File: config.mk
export PLATFORM = sky130hd
export DESIGN_NAME = proxy_request_line_rewriter
export DESIGN_NICKNAME = d
export VERILOG_FILES = /design/src/hw/rtl/prlr_pkg.sv /design/src/hw/rtl/prlr_line_parser.sv /design/src/hw/rtl/prlr_kw_search.sv /design/src/hw/rtl/proxy_request_line_rewriter.sv
export SDC_FILE = /design/constraint.sdc
export NUM_CORES = 1
export LEC_CHECK = 0
export ABC_AREA = 1
export BUFFER_PORTS_ARGS = -buffer_cell sky130_fd_sc_hd__clkbuf_2
export CAP_MARGIN = 10
export CELL_PAD_IN_SITES_DETAIL_PLACEMENT = 1
export CELL_PAD_IN_SITES_GLOBAL_PLACEMENT = 1
export CORE_MARGIN = 8
export CORE_UTILIZATION = 46
export CTS_CLUSTER_DIAMETER = 100
export DETAILED_ROUTE_END_ITERATION = 8
export HOLD_SLACK_MARGIN = 0.03
export PLACE_DENSITY_LB_ADDON = 0.1
export SETUP_SLACK_MARGIN = 0.05
export SYNTH_ARGS = -nofsm -noshare
export SYNTH_HDL_FRONTEND = slang
export SYNTH_HIERARCHICAL = 1
export SYNTH_SLANG_ARGS = --single-unit
File: constraint.sdc
create_clock -name clk -period 8.83 [get_ports clk]
set_clock_uncertainty 0.1 [all_clocks]
set_input_delay 0 -clock clk [delete_from_list [all_inputs] [get_ports clk]]
set_output_delay 0 -clock clk [all_outputs]
set_load 0.02 [all_outputs]
File: src/hw/rtl/prlr_pkg.sv
package prlr_pkg;

  localparam int KEYWORD_MAX_DEF = 9;
  localparam int SCHEME_SKIP_DEF = 7;

  localparam int PORT_DEFAULT = 80;
  localparam int PORT_MAX     = 65535;

  localparam logic [7:0] CHAR_SPACE = 8'h20;
  localparam logic [7:0] CHAR_SLASH = 8'h2f;
  localparam logic [7:0] CHAR_COLON = 8'h3a;
  localparam logic [7:0] CHAR_ZERO  = 8'h30;
  localparam logic [7:0] CHAR_NINE  = 8'h39;

  // register indexes, one 64-bit slot each
  localparam logic [1:0] REG_KW_FIRST  = 2'd0;
  localparam logic [1:0] REG_KW_NINTH  = 2'd1;
  localparam logic [1:0] REG_KW_LENGTH = 2'd2;

  typedef enum logic [2:0] {
    ROLE_METHOD = 3'd0,
    ROLE_SEP    = 3'd1,
    ROLE_SCHEME = 3'd2,
    ROLE_HOST   = 3'd3,
    ROLE_PORT   = 3'd4,
    ROLE_REST   = 3'd5
  } role_t;

  typedef struct packed {
    logic [7:0]  rewritten_byte;
    role_t       byte_role;
    logic [15:0] port_number;
  } parse_res_t;

  typedef struct packed {
    logic [63:0] first_bytes;
    logic [7:0]  ninth_byte;
    logic [3:0]  length;
  } kw_cfg_t;

endpackage

File: src/hw/rtl/prlr_line_parser.sv
module prlr_line_parser import prlr_pkg::*; #(
  parameter int SCHEME_SKIP = SCHEME_SKIP_DEF
) (
  input  logic       clk,
  input  logic       rst_n,
  input  logic       step,
  input  logic [7:0] data_byte,
  input  logic       last,
  output parse_res_t res
);

  localparam int SKIP_W = (SCHEME_SKIP < 1) ? 1 : $clog2(SCHEME_SKIP + 1);

  typedef enum logic [2:0] {
    PH_METHOD,
    PH_SCHEME,
    PH_HOST,
    PH_PORT,
    PH_REST
  } phase_t;

  phase_t              phase_r, phase_nxt;
  logic [SKIP_W-1:0]   skip_r, skip_nxt;
  logic [15:0]         port_r, port_nxt;
  logic                seen_r, seen_nxt;

  logic [15:0] port_base;
  logic [19:0] port_sum;
  logic        is_digit;

  assign is_digit  = (data_byte >= CHAR_ZERO) && (data_byte <= CHAR_NINE);
  assign port_base = seen_r ? port_r : 16'd0;
  assign port_sum  = ({4'd0, port_base} << 3) + ({4'd0, port_base} << 1)
                     + 20'(data_byte - CHAR_ZERO);

  always_comb begin
    phase_nxt          = phase_r;
    skip_nxt           = skip_r;
    port_nxt           = port_r;
    seen_nxt           = seen_r;
    res.rewritten_byte = data_byte;
    res.byte_role      = ROLE_REST;
    case (phase_r)
      PH_METHOD: begin
        if (data_byte == CHAR_SPACE) begin
          res.byte_role = ROLE_SEP;
          skip_nxt      = '0;
          phase_nxt     = (SCHEME_SKIP == 0) ? PH_HOST : PH_SCHEME;
        end else begin
          res.byte_role = ROLE_METHOD;
        end
      end
      PH_SCHEME: begin
        res.byte_role      = ROLE_SCHEME;
        res.rewritten_byte = CHAR_SPACE;
        if (skip_r == SKIP_W'(SCHEME_SKIP - 1)) begin
          skip_nxt  = '0;
          phase_nxt = PH_HOST;
        end else begin
          skip_nxt = skip_r + 1'b1;
        end
      end
      PH_HOST: begin
        if (data_byte == CHAR_SPACE || data_byte == CHAR_SLASH) begin
          phase_nxt = PH_REST;
        end else if (data_byte == CHAR_COLON) begin
          res.byte_role = ROLE_PORT;
          phase_nxt     = PH_PORT;
        end else begin
          res.byte_role      = ROLE_HOST;
          res.rewritten_byte = CHAR_SPACE;
        end
      end
      PH_PORT: begin
        if (is_digit) begin
          res.byte_role = ROLE_PORT;
          seen_nxt      = 1'b1;
          port_nxt      = (port_sum > 20'(PORT_MAX)) ? 16'(PORT_MAX) : port_sum[15:0];
        end else begin
          phase_nxt = PH_REST;
        end
      end
      default: begin
        res.byte_role = ROLE_REST;
      end
    endcase
    res.port_number = port_nxt;
  end

  always_ff @(posedge clk) begin
    if (!rst_n || (step && last)) begin
      phase_r <= PH_METHOD;
      skip_r  <= '0;
      port_r  <= 16'(PORT_DEFAULT);
      seen_r  <= 1'b0;
    end else if (step) begin
      phase_r <= phase_nxt;
      skip_r  <= skip_nxt;
      port_r  <= port_nxt;
      seen_r  <= seen_nxt;
    end
  end

endmodule

File: src/hw/rtl/prlr_kw_search.sv
module prlr_kw_search import prlr_pkg::*; #(
  parameter int KEYWORD_MAX = KEYWORD_MAX_DEF
) (
  input  logic       clk,
  input  logic       rst_n,
  input  logic       step,
  input  logic [7:0] data_byte,
  input  logic       last,
  input  kw_cfg_t    cfg,
  output logic       hit
);

  localparam int LEN_W = $clog2(KEYWORD_MAX + 1);

  typedef enum logic [2:0] {
    GP_G0     = 3'd0,
    GP_G1     = 3'd1,
    GP_G2     = 3'd2,
    GP_G3     = 3'd3,
    GP_SKIPWS = 3'd4,
    GP_INURI  = 3'd5,
    GP_DONE   = 3'd6,
    GP_FAILED = 3'd7
  } gp_t;

  gp_t              gp_r, gp_nxt;
  logic [7:0]       win_r   [KEYWORD_MAX];
  logic [7:0]       win_nxt [KEYWORD_MAX];
  logic [7:0]       kb      [KEYWORD_MAX];
  logic [LEN_W-1:0] cnt_r, cnt_nxt;
  logic             hit_r;

  logic             ws;
  logic             take;
  logic [7:0]       expect_ch;
  logic [LEN_W-1:0] len_eff;
  logic [KEYWORD_MAX-1:0] len_match;
  logic             sel_match;

  assign ws = (data_byte == 8'h20) || (data_byte == 8'h09) || (data_byte == 8'h0a)
           || (data_byte == 8'h0b) || (data_byte == 8'h0c) || (data_byte == 8'h0d);

  // "GET " prefix tracker, then whitespace skip and uri token
  always_comb begin
    gp_nxt    = gp_r;
    take      = 1'b0;
    expect_ch = 8'h47;
    case (gp_r)
      GP_G0: expect_ch = 8'h47;
      GP_G1: expect_ch = 8'h45;
      GP_G2: expect_ch = 8'h54;
      GP_G3: expect_ch = 8'h20;
      default: expect_ch = 8'h47;
    endcase
    case (gp_r)
      GP_G0, GP_G1, GP_G2, GP_G3: begin
        gp_nxt = (data_byte == expect_ch) ? gp_t'(gp_r + 3'd1) : GP_FAILED;
      end
      GP_SKIPWS: begin
        if (data_byte == 8'h00) begin
          gp_nxt = GP_DONE;
        end else if (!ws) begin
          gp_nxt = GP_INURI;
          take   = 1'b1;
        end
      end
      GP_INURI: begin
        if (data_byte == 8'h00 || ws) begin
          gp_nxt = GP_DONE;
        end else begin
          take = 1'b1;
        end
      end
      default: gp_nxt = gp_r;
    endcase
  end

  always_comb begin
    for (int i = 0; i < KEYWORD_MAX; i++) begin
      if (i < 8) begin
        kb[i] = 8'(cfg.first_bytes >> (8 * i));
      end else if (i == 8) begin
        kb[i] = cfg.ninth_byte;
      end else begin
        kb[i] = 8'd0;
      end
    end
  end

  always_comb begin
    if (cfg.length == 4'd0) begin
      len_eff = LEN_W'(1);
    end else if (5'(cfg.length) > 5'(KEYWORD_MAX)) begin
      len_eff = LEN_W'(KEYWORD_MAX);
    end else begin
      len_eff = LEN_W'(cfg.length);
    end
  end

  always_comb begin
    win_nxt[0] = data_byte;
    for (int i = 1; i < KEYWORD_MAX; i++) begin
      win_nxt[i] = win_r[i-1];
    end
    cnt_nxt = (cnt_r == LEN_W'(KEYWORD_MAX)) ? cnt_r : cnt_r + 1'b1;
  end

  // one compare set per keyword length, newest byte is the last keyword byte
  always_comb begin
    for (int l = 0; l < KEYWORD_MAX; l++) begin
      len_match[l] = 1'b1;
      for (int i = 0; i < KEYWORD_MAX; i++) begin
        if (i <= l) begin
          if (win_nxt[l-i] != kb[i]) begin
            len_match[l] = 1'b0;
          end
        end
      end
    end
    sel_match = 1'b0;
    for (int l = 0; l < KEYWORD_MAX; l++) begin
      if (LEN_W'(l + 1) == len_eff) begin
        sel_match = len_match[l];
      end
    end
  end

  assign hit = hit_r || (take && (cnt_nxt >= len_eff) && sel_match);

  always_ff @(posedge clk) begin
    if (!rst_n || (step && last)) begin
      gp_r  <= GP_G0;
      cnt_r <= '0;
      hit_r <= 1'b0;
      for (int i = 0; i < KEYWORD_MAX; i++) begin
        win_r[i] <= 8'd0;
      end
    end else if (step) begin
      gp_r  <= gp_nxt;
      hit_r <= hit;
      if (take) begin
        cnt_r <= cnt_nxt;
        for (int i = 0; i < KEYWORD_MAX; i++) begin
          win_r[i] <= win_nxt[i];
        end
      end
    end
  end

endmodule

File: src/hw/rtl/proxy_request_line_rewriter.sv
// Proxy request line rewriter: one request byte in, one rewritten byte out. Each
// byte goes into an input register and is processed combinationally into the
// result register, so the block sustains one byte per clock while out_ready is
// high; out_valid rises when the result register is loaded, which is held off
// while a stalled result still occupies it. The method passes,
// the scheme prefix and the host become spaces, and the port digits after ':'
// are accumulated (80 when absent, saturating at 65535). For requests starting
// with "GET " the first URI token is searched for the keyword set through the
// register port (bytes at 0x00 and 0x08, length at 0x10); keyword_hit is sticky
// within a request. All parse state is cleared after the byte marked
// end_of_request. Registers should be written only while no request is in flight.
module proxy_request_line_rewriter import prlr_pkg::*; #(
  parameter int KEYWORD_MAX = KEYWORD_MAX_DEF,
  parameter int SCHEME_SKIP = SCHEME_SKIP_DEF
) (
  input  logic        clk,
  input  logic        rst_n,
  input  logic        in_valid,
  output logic        in_ready,
  input  logic [7:0]  in_data_byte,
  input  logic        in_end_of_request,
  output logic        out_valid,
  input  logic        out_ready,
  output logic [7:0]  out_rewritten_byte,
  output logic [2:0]  out_byte_role,
  output logic        out_last_out,
  output logic [15:0] out_port_number,
  output logic        out_keyword_hit,
  input  logic        psel,
  input  logic        penable,
  input  logic        pwrite,
  input  logic [4:0]  paddr,
  input  logic [63:0] pwdata,
  output logic [63:0] prdata,
  output logic        pready
);

  kw_cfg_t    cfg_r;
  logic       in_valid_r;
  logic [7:0] in_byte_r;
  logic       in_last_r;
  logic       step;
  logic       cfg_wr;
  parse_res_t pres;
  logic       hit;

  logic        out_valid_r;
  logic [7:0]  out_byte_r;
  role_t       out_role_r;
  logic        out_last_r;
  logic [15:0] out_port_r;
  logic        out_hit_r;

  // register port
  assign pready = 1'b1;
  assign cfg_wr = psel && penable && pwrite;

  always_ff @(posedge clk) begin
    if (!rst_n) begin
      cfg_r.first_bytes <= 64'd0;
      cfg_r.ninth_byte  <= 8'd0;
      cfg_r.length      <= 4'd1;
    end else if (cfg_wr) begin
      case (paddr[4:3])
        REG_KW_FIRST:  cfg_r.first_bytes <= pwdata;
        REG_KW_NINTH:  cfg_r.ninth_byte  <= pwdata[7:0];
        REG_KW_LENGTH: cfg_r.length      <= pwdata[3:0];
        default: ;
      endcase
    end
  end

  always_comb begin
    case (paddr[4:3])
      REG_KW_FIRST:  prdata = cfg_r.first_bytes;
      REG_KW_NINTH:  prdata = {56'd0, cfg_r.ninth_byte};
      REG_KW_LENGTH: prdata = {60'd0, cfg_r.length};
      default:       prdata = 64'd0;
    endcase
  end

  // input register, processed when the result register has room
  assign step     = in_valid_r && (!out_valid_r || out_ready);
  assign in_ready = !in_valid_r || step;

  always_ff @(posedge clk) begin
    if (!rst_n) begin
      in_valid_r <= 1'b0;
    end else if (in_ready) begin
      in_valid_r <= in_valid;
    end
  end

  always_ff @(posedge clk) begin
    if (in_valid && in_ready) begin
      in_byte_r <= in_data_byte;
      in_last_r <= in_end_of_request;
    end
  end

  prlr_line_parser #(
    .SCHEME_SKIP (SCHEME_SKIP)
  ) u_parser (
    .clk       (clk),
    .rst_n     (rst_n),
    .step      (step),
    .data_byte (in_byte_r),
    .last      (in_last_r),
    .res       (pres)
  );

  prlr_kw_search #(
    .KEYWORD_MAX (KEYWORD_MAX)
  ) u_search (
    .clk       (clk),
    .rst_n     (rst_n),
    .step      (step),
    .data_byte (in_byte_r),
    .last      (in_last_r),
    .cfg       (cfg_r),
    .hit       (hit)
  );

  // result register
  always_ff @(posedge clk) begin
    if (!rst_n) begin
      out_valid_r <= 1'b0;
    end else if (step) begin
      out_valid_r <= 1'b1;
    end else if (out_ready) begin
      out_valid_r <= 1'b0;
    end
  end

  always_ff @(posedge clk) begin
    if (step) begin
      out_byte_r <= pres.rewritten_byte;
      out_role_r <= pres.byte_role;
      out_last_r <= in_last_r;
      out_port_r <= pres.port_number;
      out_hit_r  <= hit;
    end
  end

  assign out_valid          = out_valid_r;
  assign out_rewritten_byte = out_byte_r;
  assign out_byte_role      = out_role_r;
  assign out_last_out       = out_last_r;
  assign out_port_number    = out_port_r;
  assign out_keyword_hit    = out_hit_r;

`ifndef ASSERT_OFF
  a_ready_when_drained: assert property (@(posedge clk) disable iff (!rst_n)
    out_ready |-> in_ready)
    else $error("input stalled while result side is ready");

  a_blanked_is_space: assert property (@(posedge clk) disable iff (!rst_n)
    out_valid && (out_byte_role == ROLE_SCHEME || out_byte_role == ROLE_HOST)
      |-> out_rewritten_byte == CHAR_SPACE)
    else $error("scheme or host request byte not blanked");

  a_method_default_port: assert property (@(posedge clk) disable iff (!rst_n)
    out_valid && out_byte_role == ROLE_METHOD |-> out_port_number == 16'(PORT_DEFAULT))
    else $error("port changed during method");

  a_result_held: assert property (@(posedge clk) disable iff (!rst_n)
    out_valid && !out_ready |=> out_valid && $stable(out_rewritten_byte))
    else $error("stalled result dropped or changed");
`endif

endmodule
==> flow_summary.yaml, run 1 <==
status:
  status: "finished clean"
clock_tree:
  numCtsBuffers: 28
  clkLatencyLatePin_ns: 0.58
  hold_buffers: 139
  cts_tree: "built"
  post_cts_buffers: 0
  cts_resized: 0
  h-tree-depth: 1
  cts-root-buf: "clkbuf_16"
  path_clk_slew_ns: 0.07
  cts.sinks: 211
  clk_path_buf_depth: 3
global_route:
  grt_first_pass_wirelength_um: 134000
  grt_pass1_vias: 21200
  grt_overflow: 0
  grt_antenna_before_repair: 4
  grt_start_max_net_pins: 80
  grt_use_total_pct: 40.5
layout:
  post-route-util_pct: 55.5
  drive_gt1_share_pct: 10.6
  final_cell_area_um2: 20200
  ff_latch_area_um2: 5250
  syn_to_final_growth_pct: 19.9
  fillers: 4861
  fin_nets: 2997
  multi_input_area_um2: 9410
die:
  die_area_um2: 42900
  die_x_um: 207
  die_y_um: 207
  rows: 70
  core_area_um2: 36300
  start_util_pct: 46.3
  io_pins: 181
routing:
  drtIter0Drc: 2382
  drt_pass1_iterations: 6
  ant_nets: 0
  drc: 0
  drt_wl_total_um: 90400
  vias_per_cell: 5.94
  wire_per_inst_um: 26.9
  vias: 20000
logic_synthesis:
  synth_cells: 2614
  yosys.area.top_type: "edfxtp_1"
  synthArstFlopShare_pct: 0
  ys_ff_latch: 211
  yosys_warnings: 6
  synth_nets: 2748
  synth_edf_count: 102
  synth_area_leaders: "edfxtp_1 (18%), nand2_1 (17%), dfxtp_1 (13%), nor2_1 (11%), inv_1 (8.2%)"
  synth_ff_type: "dfxtp_1"
  seq_area_frac_synth_pct: 31.2
  syn_area_um2: 16800
  synth_common_cells: "nand2_1 (776), nor2_1 (503), inv_1 (366)"
  synthMostInstantiatedCell: "nand2_1"
  avgSynthCellArea_um2: 6.44
  synth_top_area_share_pct: 18.2
  yosys.cell_types.count: 47
placed_design:
  hpwlAfterDp_um: 56900
  io_buffers: 176
  place_congestion: 1.09
  placed_cell_area_um2: 17800
critical_path:
  setup.worst_path.end_class: "flip-flop"
  critPathRequiredTime_ns: 9.08
  worstRegToRegCells: 15
  crit_type: "reg -> reg"
  critPathLaunchType: "flip-flop"
  crit_fanout: 17
  worstPathArrival_ns: 4.93
sta:
  fmaxAchievable_mhz: 214
  finalCriticalPeriod_ns: 4.68
  hold_viol: 0
  period_share_pct: 52.9
  fin_tns_setup_ns: 0
  rsz0062_at_grt: "no"
  slew_viol_final: 0
  worstMarginPinSlew_ns: 1.14
  setup_viol: 0
  relSlewSlack_pct: 24.1
hold_path:
  min_path_cells: 2
  min_path_type: "in -> reg"
flow_run:
  maxCapViolCount: 0
power_and_ir_drop:
  p_per_area_nw_per_um2: 139
  peakVddDrop_uv: 153
  power_leakage_uw: 0.00966
-- per-stage QoR --
stage          power [uW]  std cells  setup slack [ns]  hold WS (ns)
2_1_floorplan        1400       2614              2.76      -0.00113
3_3_place_gp         1550       3162              4.70        0.0780
3_5_place_dp         1560       3162              4.57        0.0796
4_1_cts              2750       3353              4.53        0.0382
5_1_grt              2870       3354              4.09        0.0441
6_report             2810       3358              4.15        0.0450
-- worst max-delay path, stage by stage, from the launching register on --
cell,delay (ns)
edfxtp_1,0.76
nor2_2,0.29
inv_1,0.10
nor2_1,0.11
buf_4,0.26
fa_1,0.51
ha_1,0.42
a21oi_1,0.30
o21ai_0,0.17
nor2_1,0.20
nand2_1,0.13
nand2_1,0.11
nand2_2,0.27
nand3_1,0.29
nor2_1,0.07
a21oi_1,0.32
-- where the power goes --
group	internal [uW]	switching, uW	total, uW
clock	696	493	1190
combinational	166	324	490
sequential	1060	73.3	1130
total	1920	891	2810
-- registers in the layout, summed over array words and instances, names as in the netlist --
signal,flops
out_keyword_hit,1
out_rewritten_byte,8
u_parser/skip_r,3
u_search/gp_r,3
u_parser/seen_r,1
out_port_number,16
out_valid,1
u_search/hit_r,1
out_byte_role,3
u_search/win_r,64
in_byte_r,8
out_last_out,1
u_search/cnt_r,4
u_parser/phase_r,3
cfg_r,76
in_last_r,1
u_parser/port_r,16
in_valid_r,1
-- cell type report --
cell class | instances | share of cell area (%)
clock buffer | 46 | 4.48
sequential | 211 | 26.0
tap | 468 | 2.90
inverter | 379 | 7.08
multi-input combinational | 1891 | 46.7
timing repair buffer | 352 | 12.6
clock inverter | 6 | 0.161
antenna | 5 | 0.0620
-- worst paths after layout --
path | slack, ns | from | endpoint
max | 4.15 | in_byte_r[6] | out_port_number[2]
min | 0.04 | in_data_byte[3] | in_byte_r[3]
max reg2reg | 4.15 | in_byte_r[6] | out_port_number[2]
min reg2reg | 0.40 | u_search/hit_r | u_search/hit_r
-- layer usage --
layer | GRT usage, % | wire, um | up-vias
li1 | - | - | 8504
met1 | 49.5 | 34900 | 9670
met2 | 63.3 | 39500 | 1413
met3 | 11.8 | 10500 | 362
met4 | 22.5 | 5460 | 2
met5 | 0 | 12 | -
-- cell families (layout without fill, tap and decap cells) --
logic type	Yosys count	count (layout)	synth area share [%]
compound gates	133	133	4.63
xor+xnor	179	179	9.32
fa+ha+maj	49	49	4.31
buf+inv	512	783	13.1
flops	211	211	31.2
other cells	1	6	0.0223
simple gates	1529	1529	37.4
-- cell usage in the layout, fill, tap and decap left out, drive strengths merged, types with 13 or more instances in the layout --
cell type    Yosys  layout
xnor2           85      85
o21a            13      13
dfxtp          109     109
dlygate4sd3      0     139
nand2          783     783
edfxtp         102     102
nor2           513     513
nand3          124     124
fa              15      15
nand4           82      82
inv            379     381
xor2            94      94
o22ai           19      19
a21oi           42      42
o21ai           44      44
buf            110      37
clkbuf          23     222
ha              34      34
nor3            16      16
Power figures use the tool's default switching activity.
==> inputs of run 2 (changes only) <==
ABC_AREA = 0   (was 1)
CORE_UTILIZATION = 41   (was 46)
clock period = 3.83 ns   (was 8.83 ns; I/O delays follow)
==> flow_summary.yaml, run 2 <==
layout:
  layout_commonest_cell: "xor2_1"
  fillers: 4131
  drive_gt1_share_pct: 19.0
  largest_register_ffs: 76
  reg_top3: "cfg_r (76), u_search/win_r (64)"
  syn_to_final_growth_pct: 24.2
  antenna_cells: 0
  final_cell_mix: "xor2_1 (263), nand2_1 (179), clkbuf_2 (175)"
  regMostFlops: "cfg_r"
  fin_nets: 2020
global_route:
  grt_pass1_vias: 14700
  grt_first_pass_wirelength_um: 96800
  grt_overflow: 0
  grt_use_total_pct: 29.2
  grt_start_max_net_pins: 93
  grt_antenna_before_repair: 0
sta:
  relSlewSlack_pct: 23.9
  setup_viol: 0
  worstMarginPinSlew_ns: 1.14
  period_share_pct: 99.4
  timing.final.ws_setup_ns: 0.0246
  finalCriticalPeriod_ns: 3.81
  rsz0062_at_grt: "yes"
  fmaxAchievable_mhz: 263
  hold_viol: 0
  fin_tns_setup_ns: 0
  slew_viol_final: 0
logic_synthesis:
  yosys_warnings: 6
  synth_nets: 1776
  synthMostInstantiatedCell: "xor2_1"
  yosys.cell_types.count: 82
  syn_area_um2: 15200
  synth_ff_type: "dfxtp_1"
  avgSynthCellArea_um2: 9.23
  synth_edf_count: 102
  synth_cells: 1642
  ys_ff_latch: 211
  synth_common_cells: "xor2_1 (263), nand2_1 (181), and2_1 (141)"
  synth_area_leaders: "edfxtp_1 (20%), xor2_1 (15%), dfxtp_1 (14%), xnor2_1 (6.8%), and2_1 (5.8%)"
  seq_area_frac_synth_pct: 34.6
  yosys.area.top_type: "edfxtp_1"
  synth_top_area_share_pct: 20.2
  synthArstFlopShare_pct: 0
routing:
  drt_wl_total_um: 65100
  vias: 13700
  ant_nets: 0
  drt_pass1_iterations: 5
  wire_per_inst_um: 27.4
  drtIter0Drc: 962
  vias_per_cell: 5.76
  drc: 0
clock_tree:
  clk_path_buf_depth: 3
  cts.sinks: 211
  cts_tree: "built"
  numCtsBuffers: 27
  cts-root-buf: "clkbuf_16"
  h-tree-depth: 1
  path_clk_slew_ns: 0.06
  clkLatencyLatePin_ns: 0.57
die:
  die_y_um: 208
  io_pins: 181
  core_area_um2: 36500
  die_x_um: 208
  die_area_um2: 43400
  rows: 70
  start_util_pct: 41.5
power_and_ir_drop:
  internal_power_uw: 4360
  pwr-share-comb_pct: 13.9
  p_per_area_nw_per_um2: 323
  power.share.sequential_pct: 43.3
  switching_share_pct: 28.2
  power.share.clock_pct: 42.8
  power_leakage_uw: 0.00809
  peakVddDrop_uv: 276
  p_switching_uw: 1720
critical_path:
  worstPathCellList: "buf_4 > inv_2 > ha_4 > fa_1 > inv_1 > ha_1 > buf_4 > o211ai_1 > a21o_2 > a31oi_4 > o31ai_4 > xnor2_2 > nor4_4 > buf_4 > bufbuf_16 > a41oi_1"
  cp_common_cell: "buf_4"
  critPathLaunchType: "flip-flop"
  setup.worst_path.end_class: "flip-flop"
  cp_slowest_stage_delay_ns: 0.53
  worstPathArrival_ns: 4.12
  critPathRequiredTime_ns: 4.14
  critPathSlowestCell: "fa_1"
  crit_type: "reg -> reg"
  crit_fanout: 16
hold_path:
  min_path_type: "in -> reg"
placed_design:
  post-place-ws_ns: -0.106
  io_buffers: 176
  place_congestion: 1.05
  hpwlAfterDp_um: 46700
status:
  status: "finished clean"
flow_run:
  maxCapViolCount: 0
run 2: cell count changes after synthesis, moves of 103 or more:
cell and change:
and2_1 +136, inv_1 -339, nand2_1 -595, nand3_1 -103, nor2_1 -442, xor2_1 +169
run 2: cell type report:
cell class / count / area (um2) / area share [%]
clock buffers: 35 / 761 / 4.04
flip-flops and latches: 211 / 5250 / 27.9
repair buffers: 366 / 2660 / 14.1
clock inverters: 14 / 150 / 0.798
well taps: 468 / 586 / 3.11
inverters: 27 / 101 / 0.538
multi-input cells: 1253 / 9320 / 49.5
run 2: power groups by stage:
stage                     registers, uW  clock network [uW]  logic (uW)
after floorplan                    2540                   0         525
after global placement             2670                   0         704
after detailed placement           2670                   0         717
after CTS                          2620                2650         827
after global routing               2630                2720         905
final                              2630                2600         843
run 2: layer usage:
layer	global-route usage, %	vias to the layer above	wire length [um]
li1	-	6065	-
met1	38.2	6887	27800
met2	48.4	559	30200
met3	4.66	160	4480
met4	10.5	0	2670
met5	0	-	0
run 2: through the flow:
step	std cells	hold WS, ns	cell area (um2)	utilization, %	total power, uW
2_1_floorplan	1642	-0.00113	15200	-	3070
3_3_place_gp	2207	0.0799	16600	45.5	3370
3_5_place_dp	2207	0.0798	16600	45.5	3380
4_1_cts	2373	0.0359	18800	51.5	6090
5_1_grt	2374	0.0655	18800	51.5	6260
6_report	2374	0.0788	18800	51.5	6070
run 2: what timing repair did:
item | 4_1_cts | 5_1_grt
gates resized for setup | 15 | 3
gates cloned | 1 | 0
endpoints found under the hold margin | 97 | 0
buffers inserted | 5 | 1
setup endpoints to repair | 32 | 32
pin swaps | 6 | 2
hold buffers | 111 | 0
run 2: worst max-delay path, delay by kind of cell (launching register included):
kind | cells | cell delay [ns]
and+or+nand+nor | 1 | 0.25
buffers and inverters | 6 | 0.90
DFF | 1 | 0.44
AOI/OAI and AO/OA | 5 | 0.81
xor gates and xnor gates | 1 | 0.11
adders and majority gates | 3 | 1.02
run 2: final timing paths:
kind	slack (ns)	startpoint	to	cells past startpoint
worst min register to register	0.40	u_search/hit_r	u_search/hit_r	2
worst min-delay path	0.08	in_data_byte[0]	in_byte_r[0]	2
worst max register to register	0.02	in_byte_r[4]	u_parser/port_r[6]	16
worst max-delay path	0.02	in_byte_r[4]	u_parser/port_r[6]	16
run 2: kinds of logic (layout without fill, tap and decap cells):
kind of cell	after synthesis	after routing	share of synthesized area, %
other	1	1	0.0247
muxes	88	88	5.81
buffers and inverters	178	442	5.26
AOI/OAI and AO/OA	164	164	7.72
adders and majority gates	49	49	4.79
and+or+nand+nor	570	570	19.8
DFF	211	211	34.6
xor gates and xnor gates	381	381	22.1
